[src/sv/s1md_pkg.sv]
package s1md_pkg;

    // Initial chaining words
    localparam logic [31:0] H0_INIT = 32'h67452301;
    localparam logic [31:0] H1_INIT = 32'hEFCDAB89;
    localparam logic [31:0] H2_INIT = 32'h98BADCFE;
    localparam logic [31:0] H3_INIT = 32'h10325476;
    localparam logic [31:0] H4_INIT = 32'hC3D2E1F0;

    // Round constants, one per group of twenty rounds
    localparam logic [31:0] K_R0 = 32'h5A827999;
    localparam logic [31:0] K_R1 = 32'h6ED9EBA1;
    localparam logic [31:0] K_R2 = 32'h8F1BBCDC;
    localparam logic [31:0] K_R3 = 32'hCA62C1D6;

    localparam logic [7:0] PAD_BYTE = 8'h80;

    localparam int unsigned WORDS  = 16;
    localparam int unsigned ROUNDS = 80;

    // Control of the message schedule window
    typedef struct packed {
        logic load_byte;  // shift one message or pad byte in
        logic round;      // advance the schedule by one round
        logic expand;     // round 16 or later: form a new word
    } t_win_ctl;

endpackage

[src/sv/s1md_window.sv]
module s1md_window import s1md_pkg::*; (
    input  logic        i_clk,
    input  t_win_ctl    i_ctl,
    input  logic [7:0]  i_byte,
    output logic [31:0] o_w
);

    logic [31:0] r_win [WORDS];
    logic [31:0] l_mix;

    assign l_mix = r_win[13] ^ r_win[8] ^ r_win[2] ^ r_win[0];
    assign o_w   = i_ctl.expand ? {l_mix[30:0], l_mix[31]} : r_win[0];

    // Bytes enter big-endian at the tail; rounds shift the line by a word.
    always_ff @(posedge i_clk) begin
        if (i_ctl.load_byte) begin
            for (int i = 0; i < WORDS - 1; i++) begin
                r_win[i] <= {r_win[i][23:0], r_win[i + 1][31:24]};
            end
            r_win[WORDS - 1] <= {r_win[WORDS - 1][23:0], i_byte};
        end else if (i_ctl.round) begin
            for (int i = 0; i < WORDS - 1; i++) begin
                r_win[i] <= r_win[i + 1];
            end
            r_win[WORDS - 1] <= o_w;
        end
    end

endmodule

[src/sv/sha1_message_digest_unit.sv]
// A byte transaction is taken while idle; the 64th byte of a block starts compression
// (80 rounds on one shared round adder, then one chaining add) and stalls the input.
// A closing transaction pads one byte a cycle to the block end, then compresses,
// padding and compressing an extra block when the length spills over.
// The single round unit limits the block rate: no byte is taken while a block compresses.
// Reset (synchronous, active low) restores the initial chaining words, clears the count.
module sha1_message_digest_unit import s1md_pkg::*; (
    input  logic        i_clk,
    input  logic        i_rst_n,
    // input channel
    input  logic        i_in_valid,
    output logic        o_in_stall,
    input  logic [7:0]  i_data_byte,
    input  logic        i_has_byte,
    input  logic        i_end_of_message,
    // output channel
    output logic        o_out_valid,
    input  logic        i_out_stall,
    output logic [31:0] o_digest_word0,
    output logic [31:0] o_digest_word1,
    output logic [31:0] o_digest_word2,
    output logic [31:0] o_digest_word3,
    output logic [31:0] o_digest_word4
);

    // Sequencer states
    localparam logic [2:0] S_IDLE  = 3'd0;  // take transactions
    localparam logic [2:0] S_ROUND = 3'd1;  // one compression round per cycle
    localparam logic [2:0] S_ADD   = 3'd2;  // fold round words into the chain
    localparam logic [2:0] S_PAD   = 3'd3;  // shift in one pad byte per cycle
    localparam logic [2:0] S_FIN   = 3'd4;  // hand the digest to the output register

    localparam logic [6:0] LAST_ROUND  = 7'(ROUNDS - 1);
    localparam logic [6:0] FIRST_EXP   = 7'(WORDS);
    localparam logic [5:0] LAST_POS    = 6'd63;
    localparam logic [5:0] LEN_POS     = 6'd56;

    logic [2:0]  r_state, n_state;
    logic [6:0]  r_round, n_round;
    logic [5:0]  r_pos,   n_pos;
    logic [60:0] r_count, n_count;
    logic [31:0] r_h0, r_h1, r_h2, r_h3, r_h4;
    logic [31:0] n_h0, n_h1, n_h2, n_h3, n_h4;
    logic [31:0] r_a, r_b, r_c, r_d, r_e;
    logic [31:0] n_a, n_b, n_c, n_d, n_e;
    logic        r_first, n_first;      // next pad byte is the 0x80 marker
    logic        r_in_pad, n_in_pad;    // message closed, padding under way
    logic        r_len_blk, n_len_blk;  // this block carries the bit length
    logic        r_final, n_final;      // compression under way is the last one
    logic        r_out_valid, n_out_valid;
    logic [31:0] r_dig0, r_dig1, r_dig2, r_dig3, r_dig4;
    logic        n_dig_load;

    t_win_ctl    l_win_ctl;
    logic [7:0]  l_byte;
    logic [31:0] l_w;
    logic [31:0] l_f, l_k, l_sum;
    logic [63:0] l_len_sh;
    logic [7:0]  l_pad_byte;

    s1md_window u_window (
        .i_clk  (i_clk),
        .i_ctl  (l_win_ctl),
        .i_byte (l_byte),
        .o_w    (l_w)
    );

    // Round function and constant by group of twenty
    always_comb begin
        if (r_round < 7'd20) begin
            l_f = (r_b & r_c) | (~r_b & r_d);
            l_k = K_R0;
        end else if (r_round < 7'd40) begin
            l_f = r_b ^ r_c ^ r_d;
            l_k = K_R1;
        end else if (r_round < 7'd60) begin
            l_f = (r_b & r_c) | (r_b & r_d) | (r_c & r_d);
            l_k = K_R2;
        end else begin
            l_f = r_b ^ r_c ^ r_d;
            l_k = K_R3;
        end
    end

    assign l_sum = {r_a[26:0], r_a[31:27]} + l_f + r_e + l_k + l_w;

    // Length bytes go out most significant first at positions 56 to 63
    assign l_len_sh = {r_count, 3'b000} << {r_pos[2:0], 3'b000};

    always_comb begin
        if (r_first) begin
            l_pad_byte = PAD_BYTE;
        end else if (r_len_blk && (r_pos >= LEN_POS)) begin
            l_pad_byte = l_len_sh[63:56];
        end else begin
            l_pad_byte = 8'h00;
        end
    end

    always_comb begin
        n_state     = r_state;
        n_round     = r_round;
        n_pos       = r_pos;
        n_count     = r_count;
        n_h0 = r_h0; n_h1 = r_h1; n_h2 = r_h2; n_h3 = r_h3; n_h4 = r_h4;
        n_a  = r_a;  n_b  = r_b;  n_c  = r_c;  n_d  = r_d;  n_e  = r_e;
        n_first     = r_first;
        n_in_pad    = r_in_pad;
        n_len_blk   = r_len_blk;
        n_final     = r_final;
        n_dig_load  = 1'b0;
        l_win_ctl   = '0;
        l_byte      = i_data_byte;

        // drop the result once the downstream side takes it
        n_out_valid = r_out_valid && i_out_stall;

        unique case (r_state)
            S_IDLE: begin
                if (i_in_valid) begin
                    if (i_end_of_message) begin
                        n_in_pad = 1'b1;
                        n_first  = 1'b1;
                        n_state  = S_PAD;
                    end
                    if (i_has_byte) begin
                        l_win_ctl.load_byte = 1'b1;
                        n_count = r_count + 61'd1;
                        n_pos   = r_pos + 6'd1;
                        if (r_pos == LAST_POS) begin
                            // block full: start compression, pad afterwards if closed
                            n_a = r_h0; n_b = r_h1; n_c = r_h2; n_d = r_h3; n_e = r_h4;
                            n_round = '0;
                            n_final = 1'b0;
                            n_state = S_ROUND;
                        end
                    end
                end
            end
            S_ROUND: begin
                l_win_ctl.round  = 1'b1;
                l_win_ctl.expand = (r_round >= FIRST_EXP);
                n_e = r_d;
                n_d = r_c;
                n_c = {r_b[1:0], r_b[31:2]};
                n_b = r_a;
                n_a = l_sum;
                if (r_round == LAST_ROUND) begin
                    n_state = S_ADD;
                end else begin
                    n_round = r_round + 7'd1;
                end
            end
            S_ADD: begin
                n_h0 = r_h0 + r_a;
                n_h1 = r_h1 + r_b;
                n_h2 = r_h2 + r_c;
                n_h3 = r_h3 + r_d;
                n_h4 = r_h4 + r_e;
                if (r_final) begin
                    n_state = S_FIN;
                end else if (r_in_pad) begin
                    n_state = S_PAD;
                end else begin
                    n_state = S_IDLE;
                end
            end
            S_PAD: begin
                l_win_ctl.load_byte = 1'b1;
                l_byte = l_pad_byte;
                n_pos  = r_pos + 6'd1;
                if (r_first) begin
                    // the length fits behind the marker only below position 56
                    n_first   = 1'b0;
                    n_len_blk = (r_pos < LEN_POS);
                end
                if (r_pos == LAST_POS) begin
                    n_a = r_h0; n_b = r_h1; n_c = r_h2; n_d = r_h3; n_e = r_h4;
                    n_round   = '0;
                    n_final   = r_len_blk && !r_first;
                    n_len_blk = 1'b1;
                    n_state   = S_ROUND;
                end
            end
            S_FIN: begin
                // hold until the output register is free
                if (!r_out_valid || !i_out_stall) begin
                    n_dig_load  = 1'b1;
                    n_out_valid = 1'b1;
                    n_h0 = H0_INIT; n_h1 = H1_INIT; n_h2 = H2_INIT;
                    n_h3 = H3_INIT; n_h4 = H4_INIT;
                    n_count   = '0;
                    n_pos     = '0;
                    n_first   = 1'b0;
                    n_in_pad  = 1'b0;
                    n_len_blk = 1'b0;
                    n_final   = 1'b0;
                    n_state   = S_IDLE;
                end
            end
            default: begin
                n_state = S_IDLE;
            end
        endcase
    end

    always_ff @(posedge i_clk) begin
        if (!i_rst_n) begin
            r_state     <= S_IDLE;
            r_round     <= '0;
            r_pos       <= '0;
            r_count     <= '0;
            r_h0        <= H0_INIT;
            r_h1        <= H1_INIT;
            r_h2        <= H2_INIT;
            r_h3        <= H3_INIT;
            r_h4        <= H4_INIT;
            r_first     <= 1'b0;
            r_in_pad    <= 1'b0;
            r_len_blk   <= 1'b0;
            r_final     <= 1'b0;
            r_out_valid <= 1'b0;
        end else begin
            r_state     <= n_state;
            r_round     <= n_round;
            r_pos       <= n_pos;
            r_count     <= n_count;
            r_h0        <= n_h0;
            r_h1        <= n_h1;
            r_h2        <= n_h2;
            r_h3        <= n_h3;
            r_h4        <= n_h4;
            r_first     <= n_first;
            r_in_pad    <= n_in_pad;
            r_len_blk   <= n_len_blk;
            r_final     <= n_final;
            r_out_valid <= n_out_valid;
        end
    end

    // Working words and digest payload carry no reset
    always_ff @(posedge i_clk) begin
        r_a <= n_a;
        r_b <= n_b;
        r_c <= n_c;
        r_d <= n_d;
        r_e <= n_e;
        if (n_dig_load) begin
            r_dig0 <= r_h0;
            r_dig1 <= r_h1;
            r_dig2 <= r_h2;
            r_dig3 <= r_h3;
            r_dig4 <= r_h4;
        end
    end

    // Take a transaction only while idle; the digest sits in its own register
    assign o_in_stall     = (r_state != S_IDLE);
    assign o_out_valid    = r_out_valid;
    assign o_digest_word0 = r_dig0;
    assign o_digest_word1 = r_dig1;
    assign o_digest_word2 = r_dig2;
    assign o_digest_word3 = r_dig3;
    assign o_digest_word4 = r_dig4;

endmodule

[config.mk]
export PLATFORM = sky130hd
export DESIGN_NAME = sha1_message_digest_unit
export DESIGN_NICKNAME = d
export VERILOG_FILES = /design/src/sv/s1md_pkg.sv /design/src/sv/s1md_window.sv /design/src/sv/sha1_message_digest_unit.sv
export SDC_FILE = /design/constraint.sdc
export NUM_CORES = 2
export LEC_CHECK = 0
export BUFFER_PORTS_ARGS = -buffer_cell sky130_fd_sc_hd__buf_2
export CAP_MARGIN = 20
export CORE_MARGIN = 5
export CORE_UTILIZATION = 42
export DETAILED_ROUTE_END_ITERATION = 10
export GPL_TIMING_DRIVEN = 0
export PLACE_DENSITY_LB_ADDON = 0.15
export RECOVER_POWER = 100
export SLEW_MARGIN = 20
export SYNTH_ARGS = -nofsm -noshare
export SYNTH_HDL_FRONTEND = slang
export SYNTH_HIERARCHICAL = 1
export SYNTH_SLANG_ARGS = --single-unit
[constraint.sdc]
create_clock -name i_clk -period 22.8 [get_ports i_clk]
set_clock_uncertainty 0.15 [all_clocks]
set_input_delay 1.14 -clock i_clk [delete_from_list [all_inputs] [get_ports i_clk]]
set_output_delay 1.14 -clock i_clk [all_outputs]
set_load 0.02 [all_outputs]
==> flow_metrics.env <==
export IMPL_run_status="finished, violations left"
export IMPL_violated_checks="capacitance limit, slew limit"
export IMPL_fraction_of_layout_cells_with_a_size_suffix_above_1_pct=9.00
export IMPL_setup_total_negative_slack_ns=0
export IMPL_layout_core_utilization_pct=46.2
export IMPL_cp_endpoint="u_window/r_win[5][5]"
export IMPL_setup_reg_to_reg_worst_slack_ns=9.39
export IMPL_critical_path_startpoint="r_state[0]"
export IMPL_placement_io_buffers=174
export IMPL_setup_repair_after_global_routing_missed_its_margin="no"
export IMPL_grt_first_pass_wirelength_mm=265
export IMPL_kind_of_start_point_of_the_critical_path="flop"
export IMPL_r2r_end="u_window/r_win[5][5]"
export IMPL_holdCritStartpoint="r_in_pad"
export IMPL_post_cts_setup_buffer_count=0
export IMPL_routed_via_count_divided_by_cell_count=5.57
export IMPL_registers_top_by_ff_count="u_window/r_win"
export IMPL_num_nets_final=5415
export IMPL_cts_buffers_inserted=116
export IMPL_tightest_slew_ns=4.38
export IMPL_instance_area_after_placement_um2=61400
export IMPL_cts_root_buf="sky130_fd_sc_hd__clkbuf_16"
export IMPL_yosys_warnings=6
export IMPL_seq_area_um2=29800
export IMPL_final_max_slew_viol_count=886
export IMPL_multi_input_comb_area_um2=24700
export IMPL_first_global_vias=38193
export IMPL_clock_fmax_ghz=0.0745
export IMPL_gpl_final_weighted_congestion=0.963
export IMPL_wire_per_inst_um=26.7
export IMPL_hold_violations=0
export IMPL_worst_ep_arrival_time_ns=13.57
export IMPL_finalCriticalPeriod_ns=13.41
export IMPL_netlist_area_um2=57800
export IMPL_initial_core_util_pct=42.1
export IMPL_vias=38877
export IMPL_cts_htree_levels=3
export IMPL_worst_skew_pair_latency_ns=0.75
export IMPL_place_hpwl_mm=140
export IMPL_clk_pin_slew_worst_paths_ns=0.06
export IMPL_synth_seq_area_share_pct=51.6
export IMPL_ys_async_sr_fraction_pct=0
export IMPL_final_area_um2=63300
export IMPL_antenna_left=0
export IMPL_antenna_found_initial=5
export IMPL_cts_buffer_depth=3
export IMPL_design_portCount=176
export IMPL_floorplan_die_area_um2=145000
export IMPL_highest_count_cells_in_the_layout_ignoring_fill_and_taps="sky130_fd_sc_hd__edfxtp_1, sky130_fd_sc_hd__nand2_1, sky130_fd_sc_hd__clkbuf_1"
export IMPL_worst_endpoint_required_ns=22.96
export IMPL_timing_reg2reg_worst_path_depth=12
export IMPL_first_pass_iters=6
export IMPL_layout_commonest_cell="sky130_fd_sc_hd__edfxtp_1"
export IMPL_critical_path_peak_fanout=52
export IMPL_final_setup_viol_count=0
export IMPL_synth_top_area_share_pct=43.2
export IMPL_placement_rows=136
export IMPL_cts_hold_repair_buffers=0
export IMPL_synth_distinct_cells=89
export IMPL_max_ffs_per_register=512
export IMPL_initial_drc_count=3303
export IMPL_grt_usage_pct=25.0
export IMPL_holdCritPathClass="reg2reg"
export IMPL_fin_ws_ns=9.39
export IMPL_coreArea_um2=137000
export IMPL_place_worst_setup_slack_ns=13.29
export IMPL_leading_registers_by_flop_count="u_window/r_win x512, r_count x61"
export IMPL_final_critical_path_share_of_the_clock_period_pct=58.8
export IMPL_syn_num_nets=5101
export IMPL_numClockSinks=1074
export IMPL_max_slew_margin_pct=-192
export IMPL_worstReg2RegStart="r_state[0]"
export IMPL_syn2layout_area_growth_pct=9.54
export IMPL_grt_start_max_net_pins=66
export IMPL_tritoncts="yes"
export IMPL_endpoint_kind="flop"
export IMPL_fillers=12790
export IMPL_timing_setup_critical_path_class="reg2reg"
export IMPL_overflow=0
export IMPL_drt_drc_violations_left=0
export IMPL_die_height_um=381
export IMPL_ys_ff_latch=1074
export IMPL_yosysTopAreaCell="sky130_fd_sc_hd__edfxtp_1"
export IMPL_synth_enable_flop_cells=832
export IMPL_floorplan_die_width_um=381
export IMPL_ys_top_cells_by_area="sky130_fd_sc_hd__edfxtp_1, sky130_fd_sc_hd__dfxtp_1, sky130_fd_sc_hd__mux2_4"
export IMPL_maxCapViolations=21
export IMPL_average_cell_area_after_synthesis_um2=12.1
export IMPL_synth_main_ff_cell="sky130_fd_sc_hd__edfxtp_1"
export IMPL_syn_instance_count=4765
export IMPL_ctsResizeCount=0
export IMPL_route_final_wire_length_mm=186
==> kinds of logic (layout without fill, tap and decap cells) <==
logic type | after synthesis | count (layout) | synth area share [%]
AO/OA/AOI/OAI | 894 | 894 | 9.70
XOR/XNOR | 310 | 310 | 4.70
adder cells (fa/ha/maj) | 322 | 322 | 8.59
buffers and inverters | 438 | 852 | 3.88
flip-flops | 1074 | 1074 | 51.6
multiplexers | 531 | 531 | 12.5
other | 0 | 5 | 0
AND/OR/NAND/NOR | 1196 | 1196 | 9.05
==> layout make-up <==
type	count	area share (%)
clock buffers	150	4.96
repair buffers	196	1.27
well taps	1794	3.55
multi-input cells	3253	39.1
inverters	242	1.44
plain buffers	196	1.20
clock inverters	68	1.39
diodes	5	0.0198
flip-flops and latches	1074	47.1
==> cells in the mapped netlist (all sizes together) (26+ instances only) <==
cell type / instances
o21ai: 269
nor3: 52
inv: 237
nand2b: 32
fa: 125
mux2i: 29
dfxtp: 242
nand4: 29
a22oi: 42
buf: 68
a21oi: 255
o22ai: 26
nand3: 76
clkbuf: 128
nor2: 304
nand2: 573
mux2: 489
xnor2: 135
a21o: 79
edfxtp: 832
xor2: 175
ha: 197
==> how the worst min path moves through the flow <==
stage	to	cells after the start	slack (ns)
6_report	r_in_pad	2	0.32
5_1_grt	r_in_pad	2	0.35
4_1_cts	r_in_pad	2	0.32
3_5_place_dp	r_in_pad	2	0.31
3_3_place_gp	r_in_pad	2	0.30
2_1_floorplan	r_in_pad	2	0.28
==> worst max-delay path, stage by stage (launching register included) <==
cell                       delay, ns
sky130_fd_sc_hd__dfxtp_1        0.35
sky130_fd_sc_hd__clkbuf_1       0.23
sky130_fd_sc_hd__nor3_1         0.28
sky130_fd_sc_hd__inv_1          0.15
sky130_fd_sc_hd__o21ai_0        0.45
sky130_fd_sc_hd__clkbuf_1       0.52
sky130_fd_sc_hd__clkbuf_1       0.65
sky130_fd_sc_hd__clkbuf_1       0.48
sky130_fd_sc_hd__or2_0          2.15
sky130_fd_sc_hd__clkbuf_1       1.90
sky130_fd_sc_hd__clkbuf_1       1.84
sky130_fd_sc_hd__clkbuf_1       2.12
sky130_fd_sc_hd__clkbuf_1       1.60
==> per-layer routing <==
metal  share of wire [%]  track usage (%)
met1                  42             32.5
met2                  48             42.1
met3                 5.5             3.34
met4                 5.0             10.6
met5              0.0064                0
==> stage by stage <==
stage               instances  hold WS [ns]
floorplan                4765         0.282
global placement         6733         0.297
detailed placement       6753         0.310
CTS                      6971         0.323
global route             6973         0.355
finish                   6978         0.325
Power is left out: the tool's default activity adds up to more than one toggle a clock period on the data nets, which glitch-free logic cannot reach.
